==> src/hdl/sdc_pkg.sv <==
// Shared types, constants and the digit glyph function for the radix digit converter.
package sdc_pkg;

    localparam int VALUE_BITS  = 64;
    localparam int RADIX_BITS  = 32;
    localparam int CHAR_BITS   = 7;
    localparam int STEP_BITS   = $clog2(VALUE_BITS);
    localparam int ALPHA_BASES = 62;
    localparam logic [RADIX_BITS-1:0] MIN_RADIX  = 32'd2;
    localparam logic [RADIX_BITS-1:0] ALPHA_LIM  = 32'd62;

    typedef struct packed {
        logic load;
        logic step;
        logic store;
        logic rd;
        logic emit;
        logic inv;
    } cmd_t;

    typedef struct packed {
        logic radix_bad;
        logic div_done;
        logic quo_zero;
        logic full;
        logic rd_last;
        logic out_free;
    } sts_t;

    // 0-9, A-Z, a-z; anything past the alphabet maps to 0
    function automatic logic [CHAR_BITS-1:0] glyph(input logic [RADIX_BITS-1:0] d);
        logic [CHAR_BITS-1:0] lo;
        lo = d[CHAR_BITS-1:0];
        if (d < 32'd10)
            return lo + 7'd48;
        else if (d < 32'd36)
            return lo + 7'd55;
        else if (d < 32'd62)
            return lo + 7'd61;
        else
            return '0;
    endfunction

endpackage

==> src/hdl/sdc_if.sv <==
// Valid/ready channel interfaces for input values and output digit beats.
interface sdc_in_if;
    logic               valid;
    logic               ready;
    logic signed [63:0] value;
    logic [31:0]        radix;

    modport source (output valid, output value, output radix, input ready);
    modport sink   (input valid, input value, input radix, output ready);
endinterface

interface sdc_out_if;
    logic        valid;
    logic        ready;
    logic [31:0] digit_value;
    logic [6:0]  char_code;
    logic        negative;
    logic        invalid;
    logic        last;

    modport source (output valid, output digit_value, output char_code, output negative,
                    output invalid, output last, input ready);
    modport sink   (input valid, input digit_value, input char_code, input negative,
                    input invalid, input last, output ready);
endinterface

==> src/hdl/signed_radix_digit_converter_top.sv <==
// Top level of the signed radix digit converter.
// Usage:
//   din  (sink)  : one beat carries a signed 64-bit value and a 32-bit radix.
//   dout (source): one beat per digit, most significant first; the first beat
//                  flags a negative value, the final beat has last set.
//   A radix below 2 yields one beat with invalid and last set.
// Sequence:
//   Each digit takes 64 restoring-division steps in the shared bit-serial
//   divider, then a write of the remainder to the digit RAM.
//   Emission reads the RAM with registered data: each digit is read in S_RD,
//   then moved to the output register in S_EMIT once that register frees.
//   An invalid radix goes to S_INV, which registers its beat once the output
//   register frees.
//   One value is in flight at a time; din.ready rises again once the last
//   beat sits in the output register.
// Reset: asynchronous, active low; returns to idle with no beat pending.
// Stall: dout holds its beat while dout.ready is low; the controller holds the
//   next digit, already read from the RAM, until the output register frees.
module signed_radix_digit_converter_top #(
    parameter int MAX_DIGITS = 64
) (
    input logic     clk,
    input logic     rst_n,
    sdc_in_if.sink  din,
    sdc_out_if.source dout
);
    import sdc_pkg::*;

    cmd_t cmd;
    sts_t sts;

    sdc_ctrl u_ctrl (
        .clk      (clk),
        .rst_n    (rst_n),
        .in_valid (din.valid),
        .in_ready (din.ready),
        .sts      (sts),
        .cmd      (cmd)
    );

    sdc_dp #(
        .MAX_DIGITS (MAX_DIGITS)
    ) u_dp (
        .clk         (clk),
        .rst_n       (rst_n),
        .cmd         (cmd),
        .sts         (sts),
        .in_value    (din.value),
        .in_radix    (din.radix),
        .out_ready   (dout.ready),
        .out_valid   (dout.valid),
        .digit_value (dout.digit_value),
        .char_code   (dout.char_code),
        .negative    (dout.negative),
        .invalid     (dout.invalid),
        .last        (dout.last)
    );

    a_busy_after_accept: assert property (@(posedge clk) disable iff (!rst_n)
        (din.valid && din.ready) |=> !din.ready)
        else $error("input taken while a value is in flight");

    a_invalid_beat: assert property (@(posedge clk) disable iff (!rst_n)
        (dout.valid && dout.invalid) |-> (dout.last && dout.digit_value == '0
            && dout.char_code == '0 && !dout.negative))
        else $error("malformed invalid beat");

    a_one_cmd: assert property (@(posedge clk) disable iff (!rst_n)
        $onehot0({cmd.load, cmd.step, cmd.store, cmd.rd, cmd.emit, cmd.inv}))
        else $error("conflicting datapath commands");

    a_neg_then_not: assert property (@(posedge clk) disable iff (!rst_n)
        (dout.valid && dout.ready && !dout.last) |=>
            (!(dout.valid && dout.negative)))
        else $error("negative flag past first beat");
endmodule

==> src/hdl/sdc_ram.sv <==
// Generic single-write, single-read RAM with registered read data.
module sdc_ram #(
    parameter int WIDTH = 32,
    parameter int DEPTH = 64
) (
    input  logic                     clk,
    input  logic                     we,
    input  logic [$clog2(DEPTH)-1:0] waddr,
    input  logic [WIDTH-1:0]         wdata,
    input  logic                     re,
    input  logic [$clog2(DEPTH)-1:0] raddr,
    output logic [WIDTH-1:0]         rdata
);
    logic [WIDTH-1:0] mem [DEPTH];

    always_ff @(posedge clk)
    begin
        if (we)
        begin
            mem[waddr] <= wdata;
        end
        if (re)
        begin
            rdata <= mem[raddr];
        end
    end
endmodule

==> src/hdl/sdc_ctrl.sv <==
// Controller state machine: sequences divide, store, read, emit and invalid-radix phases.
module sdc_ctrl (
    input  logic          clk,
    input  logic          rst_n,
    input  logic          in_valid,
    output logic          in_ready,
    input  sdc_pkg::sts_t sts,
    output sdc_pkg::cmd_t cmd
);
    import sdc_pkg::*;

    localparam logic [2:0] S_IDLE  = 3'd0;
    localparam logic [2:0] S_DIV   = 3'd1;
    localparam logic [2:0] S_STORE = 3'd2;
    localparam logic [2:0] S_RD    = 3'd3;
    localparam logic [2:0] S_EMIT  = 3'd4;
    localparam logic [2:0] S_INV   = 3'd5;

    logic [2:0] state_reg;
    logic [2:0] state_next;

    always_comb
    begin
        state_next = state_reg;
        cmd        = '0;
        in_ready   = 1'b0;
        case (state_reg)
            S_IDLE:
            begin
                in_ready = 1'b1;
                if (in_valid)
                begin
                    cmd.load   = 1'b1;
                    state_next = sts.radix_bad ? S_INV : S_DIV;
                end
            end
            S_DIV:
            begin
                cmd.step = 1'b1;
                if (sts.div_done)
                begin
                    state_next = S_STORE;
                end
            end
            S_STORE:
            begin
                cmd.store  = 1'b1;
                state_next = (sts.quo_zero || sts.full) ? S_RD : S_DIV;
            end
            S_RD:
            begin
                cmd.rd     = 1'b1;
                state_next = S_EMIT;
            end
            S_EMIT:
            begin
                if (sts.out_free)
                begin
                    cmd.emit   = 1'b1;
                    state_next = sts.rd_last ? S_IDLE : S_RD;
                end
            end
            S_INV:
            begin
                if (sts.out_free)
                begin
                    cmd.inv    = 1'b1;
                    state_next = S_IDLE;
                end
            end
            default:
            begin
                state_next = S_IDLE;
            end
        endcase
    end

    always_ff @(posedge clk or negedge rst_n)
    begin
        if (!rst_n)
        begin
            state_reg <= S_IDLE;
        end
        else
        begin
            state_reg <= state_next;
        end
    end
endmodule

==> src/hdl/sdc_dp.sv <==
// Datapath: bit-serial divider, digit store and output beat register.
module sdc_dp #(
    parameter int MAX_DIGITS = 64
) (
    input  logic                                   clk,
    input  logic                                   rst_n,
    input  sdc_pkg::cmd_t                          cmd,
    output sdc_pkg::sts_t                          sts,
    input  logic signed [sdc_pkg::VALUE_BITS-1:0]  in_value,
    input  logic [sdc_pkg::RADIX_BITS-1:0]         in_radix,
    input  logic                                   out_ready,
    output logic                                   out_valid,
    output logic [sdc_pkg::RADIX_BITS-1:0]         digit_value,
    output logic [sdc_pkg::CHAR_BITS-1:0]          char_code,
    output logic                                   negative,
    output logic                                   invalid,
    output logic                                   last
);
    import sdc_pkg::*;

    localparam int AW = $clog2(MAX_DIGITS);
    localparam int CW = $clog2(MAX_DIGITS + 1);

    logic [VALUE_BITS-1:0] quo_reg, quo_next;
    logic [RADIX_BITS-1:0] rem_reg, rem_next;
    logic [RADIX_BITS-1:0] radix_reg, radix_next;
    logic                  neg_reg, neg_next;
    logic [CW-1:0]         cnt_reg, cnt_next;
    logic [STEP_BITS-1:0]  bit_reg, bit_next;
    logic [AW-1:0]         rd_ptr_reg, rd_ptr_next;
    logic                  first_reg, first_next;
    logic                  ov_reg, ov_next;
    logic [RADIX_BITS-1:0] dv_reg, dv_next;
    logic [CHAR_BITS-1:0]  ch_reg, ch_next;
    logic                  ng_reg, ng_next;
    logic                  iv_reg, iv_next;
    logic                  ls_reg, ls_next;

    logic [RADIX_BITS:0]   shifted;
    logic [RADIX_BITS:0]   diff;
    logic                  ge;
    logic [VALUE_BITS-1:0] mag;
    logic [RADIX_BITS-1:0] ram_rdata;

    sdc_ram #(
        .WIDTH (RADIX_BITS),
        .DEPTH (MAX_DIGITS)
    ) u_store (
        .clk   (clk),
        .we    (cmd.store),
        .waddr (cnt_reg[AW-1:0]),
        .wdata (rem_reg),
        .re    (cmd.rd),
        .raddr (rd_ptr_reg),
        .rdata (ram_rdata)
    );

    assign mag     = in_value[VALUE_BITS-1] ? (~in_value + 64'd1) : in_value;
    assign shifted = {rem_reg, quo_reg[VALUE_BITS-1]};
    assign diff    = shifted - {1'b0, radix_reg};
    assign ge      = shifted >= {1'b0, radix_reg};

    always_comb
    begin
        sts.radix_bad = in_radix < MIN_RADIX;
        sts.div_done  = bit_reg == STEP_BITS'(VALUE_BITS - 1);
        sts.quo_zero  = quo_reg == '0;
        sts.full      = cnt_reg == CW'(MAX_DIGITS - 1);
        sts.rd_last   = rd_ptr_reg == '0;
        sts.out_free  = !ov_reg || out_ready;
    end

    always_comb
    begin
        quo_next    = quo_reg;
        rem_next    = rem_reg;
        radix_next  = radix_reg;
        neg_next    = neg_reg;
        cnt_next    = cnt_reg;
        bit_next    = bit_reg;
        rd_ptr_next = rd_ptr_reg;
        first_next  = first_reg;
        dv_next     = dv_reg;
        ch_next     = ch_reg;
        ng_next     = ng_reg;
        iv_next     = iv_reg;
        ls_next     = ls_reg;
        ov_next     = ov_reg && !out_ready;

        if (cmd.load)
        begin
            quo_next   = mag;
            rem_next   = '0;
            radix_next = in_radix;
            neg_next   = in_value[VALUE_BITS-1];
            cnt_next   = '0;
            bit_next   = '0;
        end
        if (cmd.step)
        begin
            quo_next = {quo_reg[VALUE_BITS-2:0], ge};
            rem_next = ge ? diff[RADIX_BITS-1:0] : shifted[RADIX_BITS-1:0];
            bit_next = bit_reg + STEP_BITS'(1);
        end
        if (cmd.store)
        begin
            cnt_next    = cnt_reg + CW'(1);
            rd_ptr_next = cnt_reg[AW-1:0];
            first_next  = 1'b1;
            rem_next    = '0;
            bit_next    = '0;
        end
        if (cmd.emit)
        begin
            dv_next     = ram_rdata;
            ch_next     = (radix_reg <= ALPHA_LIM) ? glyph(ram_rdata) : '0;
            ng_next     = first_reg && neg_reg;
            iv_next     = 1'b0;
            ls_next     = sts.rd_last;
            ov_next     = 1'b1;
            first_next  = 1'b0;
            rd_ptr_next = rd_ptr_reg - AW'(1);
        end
        if (cmd.inv)
        begin
            dv_next = '0;
            ch_next = '0;
            ng_next = 1'b0;
            iv_next = 1'b1;
            ls_next = 1'b1;
            ov_next = 1'b1;
        end
    end

    always_ff @(posedge clk or negedge rst_n)
    begin
        if (!rst_n)
        begin
            cnt_reg    <= '0;
            bit_reg    <= '0;
            rd_ptr_reg <= '0;
            first_reg  <= 1'b0;
            ov_reg     <= 1'b0;
        end
        else
        begin
            cnt_reg    <= cnt_next;
            bit_reg    <= bit_next;
            rd_ptr_reg <= rd_ptr_next;
            first_reg  <= first_next;
            ov_reg     <= ov_next;
        end
    end

    always_ff @(posedge clk)
    begin
        quo_reg   <= quo_next;
        rem_reg   <= rem_next;
        radix_reg <= radix_next;
        neg_reg   <= neg_next;
        dv_reg    <= dv_next;
        ch_reg    <= ch_next;
        ng_reg    <= ng_next;
        iv_reg    <= iv_next;
        ls_reg    <= ls_next;
    end

    assign out_valid   = ov_reg;
    assign digit_value = dv_reg;
    assign char_code   = ch_reg;
    assign negative    = ng_reg;
    assign invalid     = iv_reg;
    assign last        = ls_reg;
endmodule
==> src/flat_wrapper.sv <==
// flat-port wrapper written by rule: the top's interface ports become plain ports
module signed_radix_digit_converter_top_flat import sdc_pkg::*;
#(
    parameter int MAX_DIGITS = 64
)
  (clk, rst_n, din_valid, din_value, din_radix, din_ready, dout_valid, dout_digit_value, dout_char_code, dout_negative, dout_invalid, dout_last, dout_ready);
  sdc_in_if din_i ();
  sdc_out_if dout_i ();
  input logic clk;
  input logic rst_n;
  input wire logic [$bits(din_i.valid)-1:0] din_valid;
  input wire logic [$bits(din_i.value)-1:0] din_value;
  input wire logic [$bits(din_i.radix)-1:0] din_radix;
  output wire logic [$bits(din_i.ready)-1:0] din_ready;
  output wire logic [$bits(dout_i.valid)-1:0] dout_valid;
  output wire logic [$bits(dout_i.digit_value)-1:0] dout_digit_value;
  output wire logic [$bits(dout_i.char_code)-1:0] dout_char_code;
  output wire logic [$bits(dout_i.negative)-1:0] dout_negative;
  output wire logic [$bits(dout_i.invalid)-1:0] dout_invalid;
  output wire logic [$bits(dout_i.last)-1:0] dout_last;
  input wire logic [$bits(dout_i.ready)-1:0] dout_ready;
  assign din_i.valid = din_valid;
  assign din_i.value = din_value;
  assign din_i.radix = din_radix;
  assign din_ready = din_i.ready;
  assign dout_valid = dout_i.valid;
  assign dout_digit_value = dout_i.digit_value;
  assign dout_char_code = dout_i.char_code;
  assign dout_negative = dout_i.negative;
  assign dout_invalid = dout_i.invalid;
  assign dout_last = dout_i.last;
  assign dout_i.ready = dout_ready;
  signed_radix_digit_converter_top #(.MAX_DIGITS(MAX_DIGITS)) u_core (.clk(clk), .rst_n(rst_n), .din(din_i), .dout(dout_i));
endmodule
==> config.mk <==
export PLATFORM = sky130hd
export DESIGN_NAME = signed_radix_digit_converter_top_flat
export DESIGN_NICKNAME = d
export VERILOG_FILES = /design/src/hdl/sdc_pkg.sv /design/src/hdl/sdc_if.sv /design/src/hdl/signed_radix_digit_converter_top.sv /design/src/hdl/sdc_ram.sv /design/src/hdl/sdc_ctrl.sv /design/src/hdl/sdc_dp.sv /design/src/flat_wrapper.sv
export SDC_FILE = /design/constraint.sdc
export NUM_CORES = 2
export LEC_CHECK = 0
export ABC_AREA = 1
export BUFFER_PORTS_ARGS = -buffer_cell sky130_fd_sc_hd__clkbuf_2
export CAP_MARGIN = 20
export CORE_MARGIN = 1.5
export CORE_UTILIZATION = 55
export DETAILED_ROUTE_END_ITERATION = 10
export PLACE_DENSITY = 0.68
export REMOVE_ABC_BUFFERS = 1
export SLEW_MARGIN = 20
export SYNTH_ARGS = -nofsm -noshare
export SYNTH_HDL_FRONTEND = slang
export SYNTH_SLANG_ARGS = --single-unit
==> constraint.sdc <==
create_clock -name clk -period 6.1 [get_ports clk]
set_input_delay 0.61 -clock clk [delete_from_list [all_inputs] [get_ports clk]]
set_output_delay 0.61 -clock clk [all_outputs]
set_load 0.03 [all_outputs]
==> Yosys cells after proc, flatten, opt, wreduce, memory -nomap -nowiden <==
Memory sizes are Yosys's and may differ from the RTL's. A register that Yosys moved wholly into a read port is not among the register bits.
Index checks and enable logic that the tools add are counted.
{ "word_totals": {"ram_bits": 2048, "memories": 1, "out_inout_bits": 44, "register_bits": 195, "inputBits": 100, "word_cells": 96} }
{ "classes": {"n_eq_ne": 11, "order_cmp": 6, "n_bitwise": 1, "reduce_logical": 14, "addsub": 8, "muxes": 40} }
{ "mem_list": {"columns": ["memory", "depth", "word_bits", "read_ports", "rd_ports_with_merged_regs", "wr", "line", "text"], "rows": [
  ["u_core.u_dp.u_store.mem", 64, 32, 1, 1, 1, "sdc_ram.sv:14", "logic [WIDTH-1:0] mem [DEPTH];"]
]} }
{ "ops": {"columns": ["operator", "n"], "rows": [
  ["64-bit two-way mux", 3],
  ["32-bit two-way mux", 3],
  ["64-bit by 1-bit adder with 64-bit output, second input constant", 1],
  ["64-bit zero test", 1],
  ["32-bit by 6-bit < comparator with 1-bit output, second input constant", 2],
  ["64-bit inverter", 1],
  ["7-bit two-way mux", 6],
  ["33-bit by 32-bit greater-or-equal comparator with 1-bit output", 1],
  ["32-bit by 6-bit <= comparator with 1-bit output, second input constant", 1],
  ["32-bit by 2-bit < comparator with 1-bit output, second input constant", 1],
  ["32-bit by 4-bit < comparator with 1-bit output, second input constant", 1],
  ["32-bit subtractor", 1],
  ["6-bit two-way mux", 5],
  ["7-bit by 6-bit adder with 7-bit output, second input constant", 3],
  ["3-bit case mux with 6 select lines", 1],
  ["1-bit two-way mux", 15],
  ["3-bit two-way mux", 5],
  ["7-bit by 1-bit adder with 7-bit output, second input constant", 1],
  ["7-bit by 6-bit equality test with 1-bit output, second input constant", 1],
  ["6-bit by 1-bit adder with 6-bit output, second input constant", 1],
  ["3-bit by 2-bit equality test with 1-bit output, second input constant", 2],
  ["3-bit equality test, second input constant", 2],
  ["6-bit equality test, second input constant", 1],
  ["6-bit zero test", 1],
  ["other kinds (12)", 20]
]} }

==> Logic depth before layout (Yosys ltp) <==
{ "logic_depth": {"word_depth": 6, "ltp_mapped": 18} }

==> Cells and area by module <==
A second synthesis with hierarchy kept.
{ "hier_totals": {"cells_unflattened": 8716, "hier_area_um2": 96344.9} }
{ "modules_own_cells": {"columns": ["module", "cells_each", "area_per_inst_um2", "n_inst", "seq_area_each_um2"], "rows": [
  ["sdc_ram", 6769, 83058.4, 1, 62459.9],
  ["sdc_dp", 1903, 13011.2, 1, 4919.7],
  ["sdc_ctrl", 44, 275.3, 1, 75.1]
]} }

==> Worst setup path before layout <==
No wires, ideal clock.
{ "synth_timing": {"kind": "register to register", "startpoint": "register u_core.u_ctrl.state_reg[1]", "endpoint": "register u_core.u_dp.bit_reg[2]", "path_stages_with_launch": 11, "t_arrival_ps": 4814, "period_less_slack_ps": 4935, "required_ps": 5978, "setup_time_ps": 122, "n_path_buf": 1, "slack_ps": 1165, "cell_sequence": "dfrtp_1 -> nor2_1 -> inv_1 -> nor2_2 -> inv_1 -> nor2_1 -> nor2_1 -> inv_1 -> nor2_1 -> buf_2 -> a32o_1"} }
{ "synth_rtl": {"columns": ["item", "line", "text"], "rows": [
  ["start: declaration", "sdc_ctrl.sv:19", "logic [2:0] state_reg;"],
  ["start signal: assignment", "sdc_ctrl.sv:86", "state_reg <= state_next;"],
  ["end signal: assignment", "sdc_dp.sv:148", "bit_reg <= bit_next;"],
  ["end: declaration", "sdc_dp.sv:29", "logic [STEP_BITS-1:0] bit_reg, bit_next;"]
]} }

==> metrics.csv <==
metric,value,unit
status,completed,
Max stage delay on crit path,860,ps
max-cap violations,0,
GR Overflow Total,0,
CTS Root Cell,clkbuf_16,
Post-synth EDFFs,2177,
top-count cell post-synth,edfxtp_1,
type of origin of the critical path,register,
drt total wl,288,mm
Initial Utilization,0.553,
Final Instance Area,106000,sq um
Sequential Area,67500,sq um
clk sinks,2275,
via count,65008,
clk_lat worst skew,870,ps
Hold Path Class,primary input to register,
Core Rows,152,
Max Buffers Root-to-Sink,3,
CP Class,register to register,
CP max FO,32,
H-tree Lvls,4,
post-layout min period,4470,ps
family with the most delay on the worst path,buffers and inverters,
RSZ-0062 raised after global routing,false,
placed cell count,10055,
Iter 0 DRT Violations,8803,
largest net degree at the start of global routing,224,
# port buffers,143,
"flops & latches, synth",2275,
Syn-to-layout area delta,11.2,%
Num CTS Buffers,222,
Slew Limit Headroom,0.207,
# IOs,144,
Syn Area/Cell,12.0,sq um
GPL Wtd Cong,0.938,
"Setup Fix Bufs, Post-CTS",0,
max FFs per register,2048,
first-pass GRT wire length,414,mm
worst slew pin tran,1190,ps
CTS tree,done,
Pleak,36.9,nW
asr flop ratio synth,0.0105,
Post-DP Area,98000,sq um
hpwl dp,159,mm
initial antenna violation count,14,
Clock Skews,30.9,ps
Most used DFF post-synth,edfxtp_1,
Total Die Area,175000,sq um
yosys warns,0,
Final Non-Filler Cells,10503,
total track usage,0.325,
fillers,13392,
Netlist cell types,60,
Worst path slowest cell,nand2_1,
critical path's most frequent cell,nand2_1,
Wirelength per Cell,27.4,um
WP data required,6700,ps
Setup Total Neg Slack,0,ps
clock-pin transition on the worst setup and hold timing paths,70,ps
area of the core,172000,sq um
synthesized area,94900,sq um
Layout Nets,8145,
period utilization,0.733,
power density cells,455,nW/um^2
antenna-violating nets left,0,
final-report max-slew violation count,0,
Critical Path AT,5070,ps
Chip Width,418,um
Die H,418,um
multi-input gate area in the final layout,24300,sq um
Yosys top cell area share,0.689,
crit-path cells,inv_4 -> nand2_1 -> inv_1 -> buf_4 -> o21ai_0 -> a211oi_1 -> nor2_1 -> nand3_1 -> nand2_1,
cts repair resizes,0,
Hold WS,134,ps
vias in the first global route,62152,
Worst setup EP type,register,
"area leader, netlist",edfxtp_1,
share of cells above drive strength 1,0.0959,
largest cells by area after synthesis,"edfxtp_1, o21ai_0, nor2_1",
DR vias/cell,6.19,
maximum VDD drop,0.524,mV
final setup vio count,0,
Post-CTS Hold Fix Bufs,33,
DRC viols,0,
final count of hold timing violations,0,
synth cell count leaders,"edfxtp_1, nor2_1, nand2_1, o21ai_0, inv_1",
Synth Instances,7895,
post-synthesis sequential area ratio,0.711,
Buf/Inv on CP,3,
Initial DRT Pass Iterations,7,
Fmax,224,MHz
-- final timing paths --
check / cells past startpoint / slack (ps) / startpoint / to
worst max-delay path: 9 / 1630 / u_core.u_dp.rd_ptr_reg[3]$_DFFE_PN0P_ / u_core.u_dp.u_store.rdata[31]$_DFFE_PP_
worst min-delay path: 4 / 130 / din_value[59] / u_core.u_dp.quo_reg[59]$_DFFE_PP_
worst max register to register: 9 / 1630 / u_core.u_dp.rd_ptr_reg[3]$_DFFE_PN0P_ / u_core.u_dp.u_store.rdata[31]$_DFFE_PP_
worst min register to register: 2 / 460 / u_core.u_dp.invalid$_SDFFE_PP1P_ / u_core.u_dp.invalid$_SDFFE_PP1P_
max in group asynchronous: 2 / 5150 / rst_n / u_core.u_dp.rd_ptr_reg[3]$_DFFE_PN0P_
min in group asynchronous: 2 / 350 / rst_n / u_core.u_dp.out_valid$_DFF_PN0_
-- per-layer routing --
metal | vias up | wire [um] | global-route usage
met5 | - | 20 | 0
li1 | 28812 | - | -
met2 | 3777 | 133000 | 0.511
met3 | 600 | 29700 | 0.0601
met4 | 2 | 17100 | 0.180
met1 | 31817 | 108000 | 0.431
-- cell families after synthesis --
| kind of cell | share of synthesized area |
|---|---|
| compound gates | 0.108 |
| flops | 0.711 |
| fa+ha+maj | 0.00575 |
| mux | 0.0133 |
| buf+inv | 0.0380 |
| simple gates | 0.120 |
| xor+xnor | 0.00388 |
-- cells in the final DEF, fill, tap and decap left out, drive strengths merged, types with 42 or more instances in the layout --
master | Yosys | final
a211oi | 44 | 44
a21oi | 281 | 281
buf | 245 | 169
clkbuf | 217 | 417
clkinv | 5 | 96
dfxtp | 74 | 74
edfxtp | 2177 | 2177
ha | 42 | 42
inv | 292 | 301
mux2i | 126 | 126
nand2 | 1173 | 1173
nand3 | 275 | 275
nand4 | 72 | 72
nor2 | 1217 | 1217
o211ai | 99 | 99
o21ai | 1004 | 1004
o221ai | 66 | 66
o22ai | 285 | 285
-- worst min-delay path, delay by kind of cell --
family,cells,cell delay [ps]
AND/OR/NAND/NOR,3,180
buffers and inverters,1,100
-- area by class of cell --
cell class / instances / area share
tap: 2310 / 0.0274
clock buffer: 274 / 0.0555
multi-input combinational: 4861 / 0.231
inverter: 297 / 0.0109
clock inverter: 136 / 0.0126
antenna: 5 / 0.000119
sequential: 2275 / 0.640
timing repair buffer: 345 / 0.0232
-- power by group --
group	switching, mW	leakage (nW)	internal [mW]
clock network	5.87	3.48	7.73
registers	0.558	21.0	18.8
logic	11.4	12.4	3.70
total	17.9	36.9	30.2
-- metrics by stage --
stage,utilization,total power [mW],setup WS [ps]
6_report,0.615,48.1,1630
3_3_place_gp,0.571,34.1,1560
5_1_grt,0.615,49.8,1750
2_1_floorplan,-,26.8,-33490
3_5_place_dp,0.571,34.4,1870
4_1_cts,0.615,47.8,1850
(Power assumes the default switching activity.)
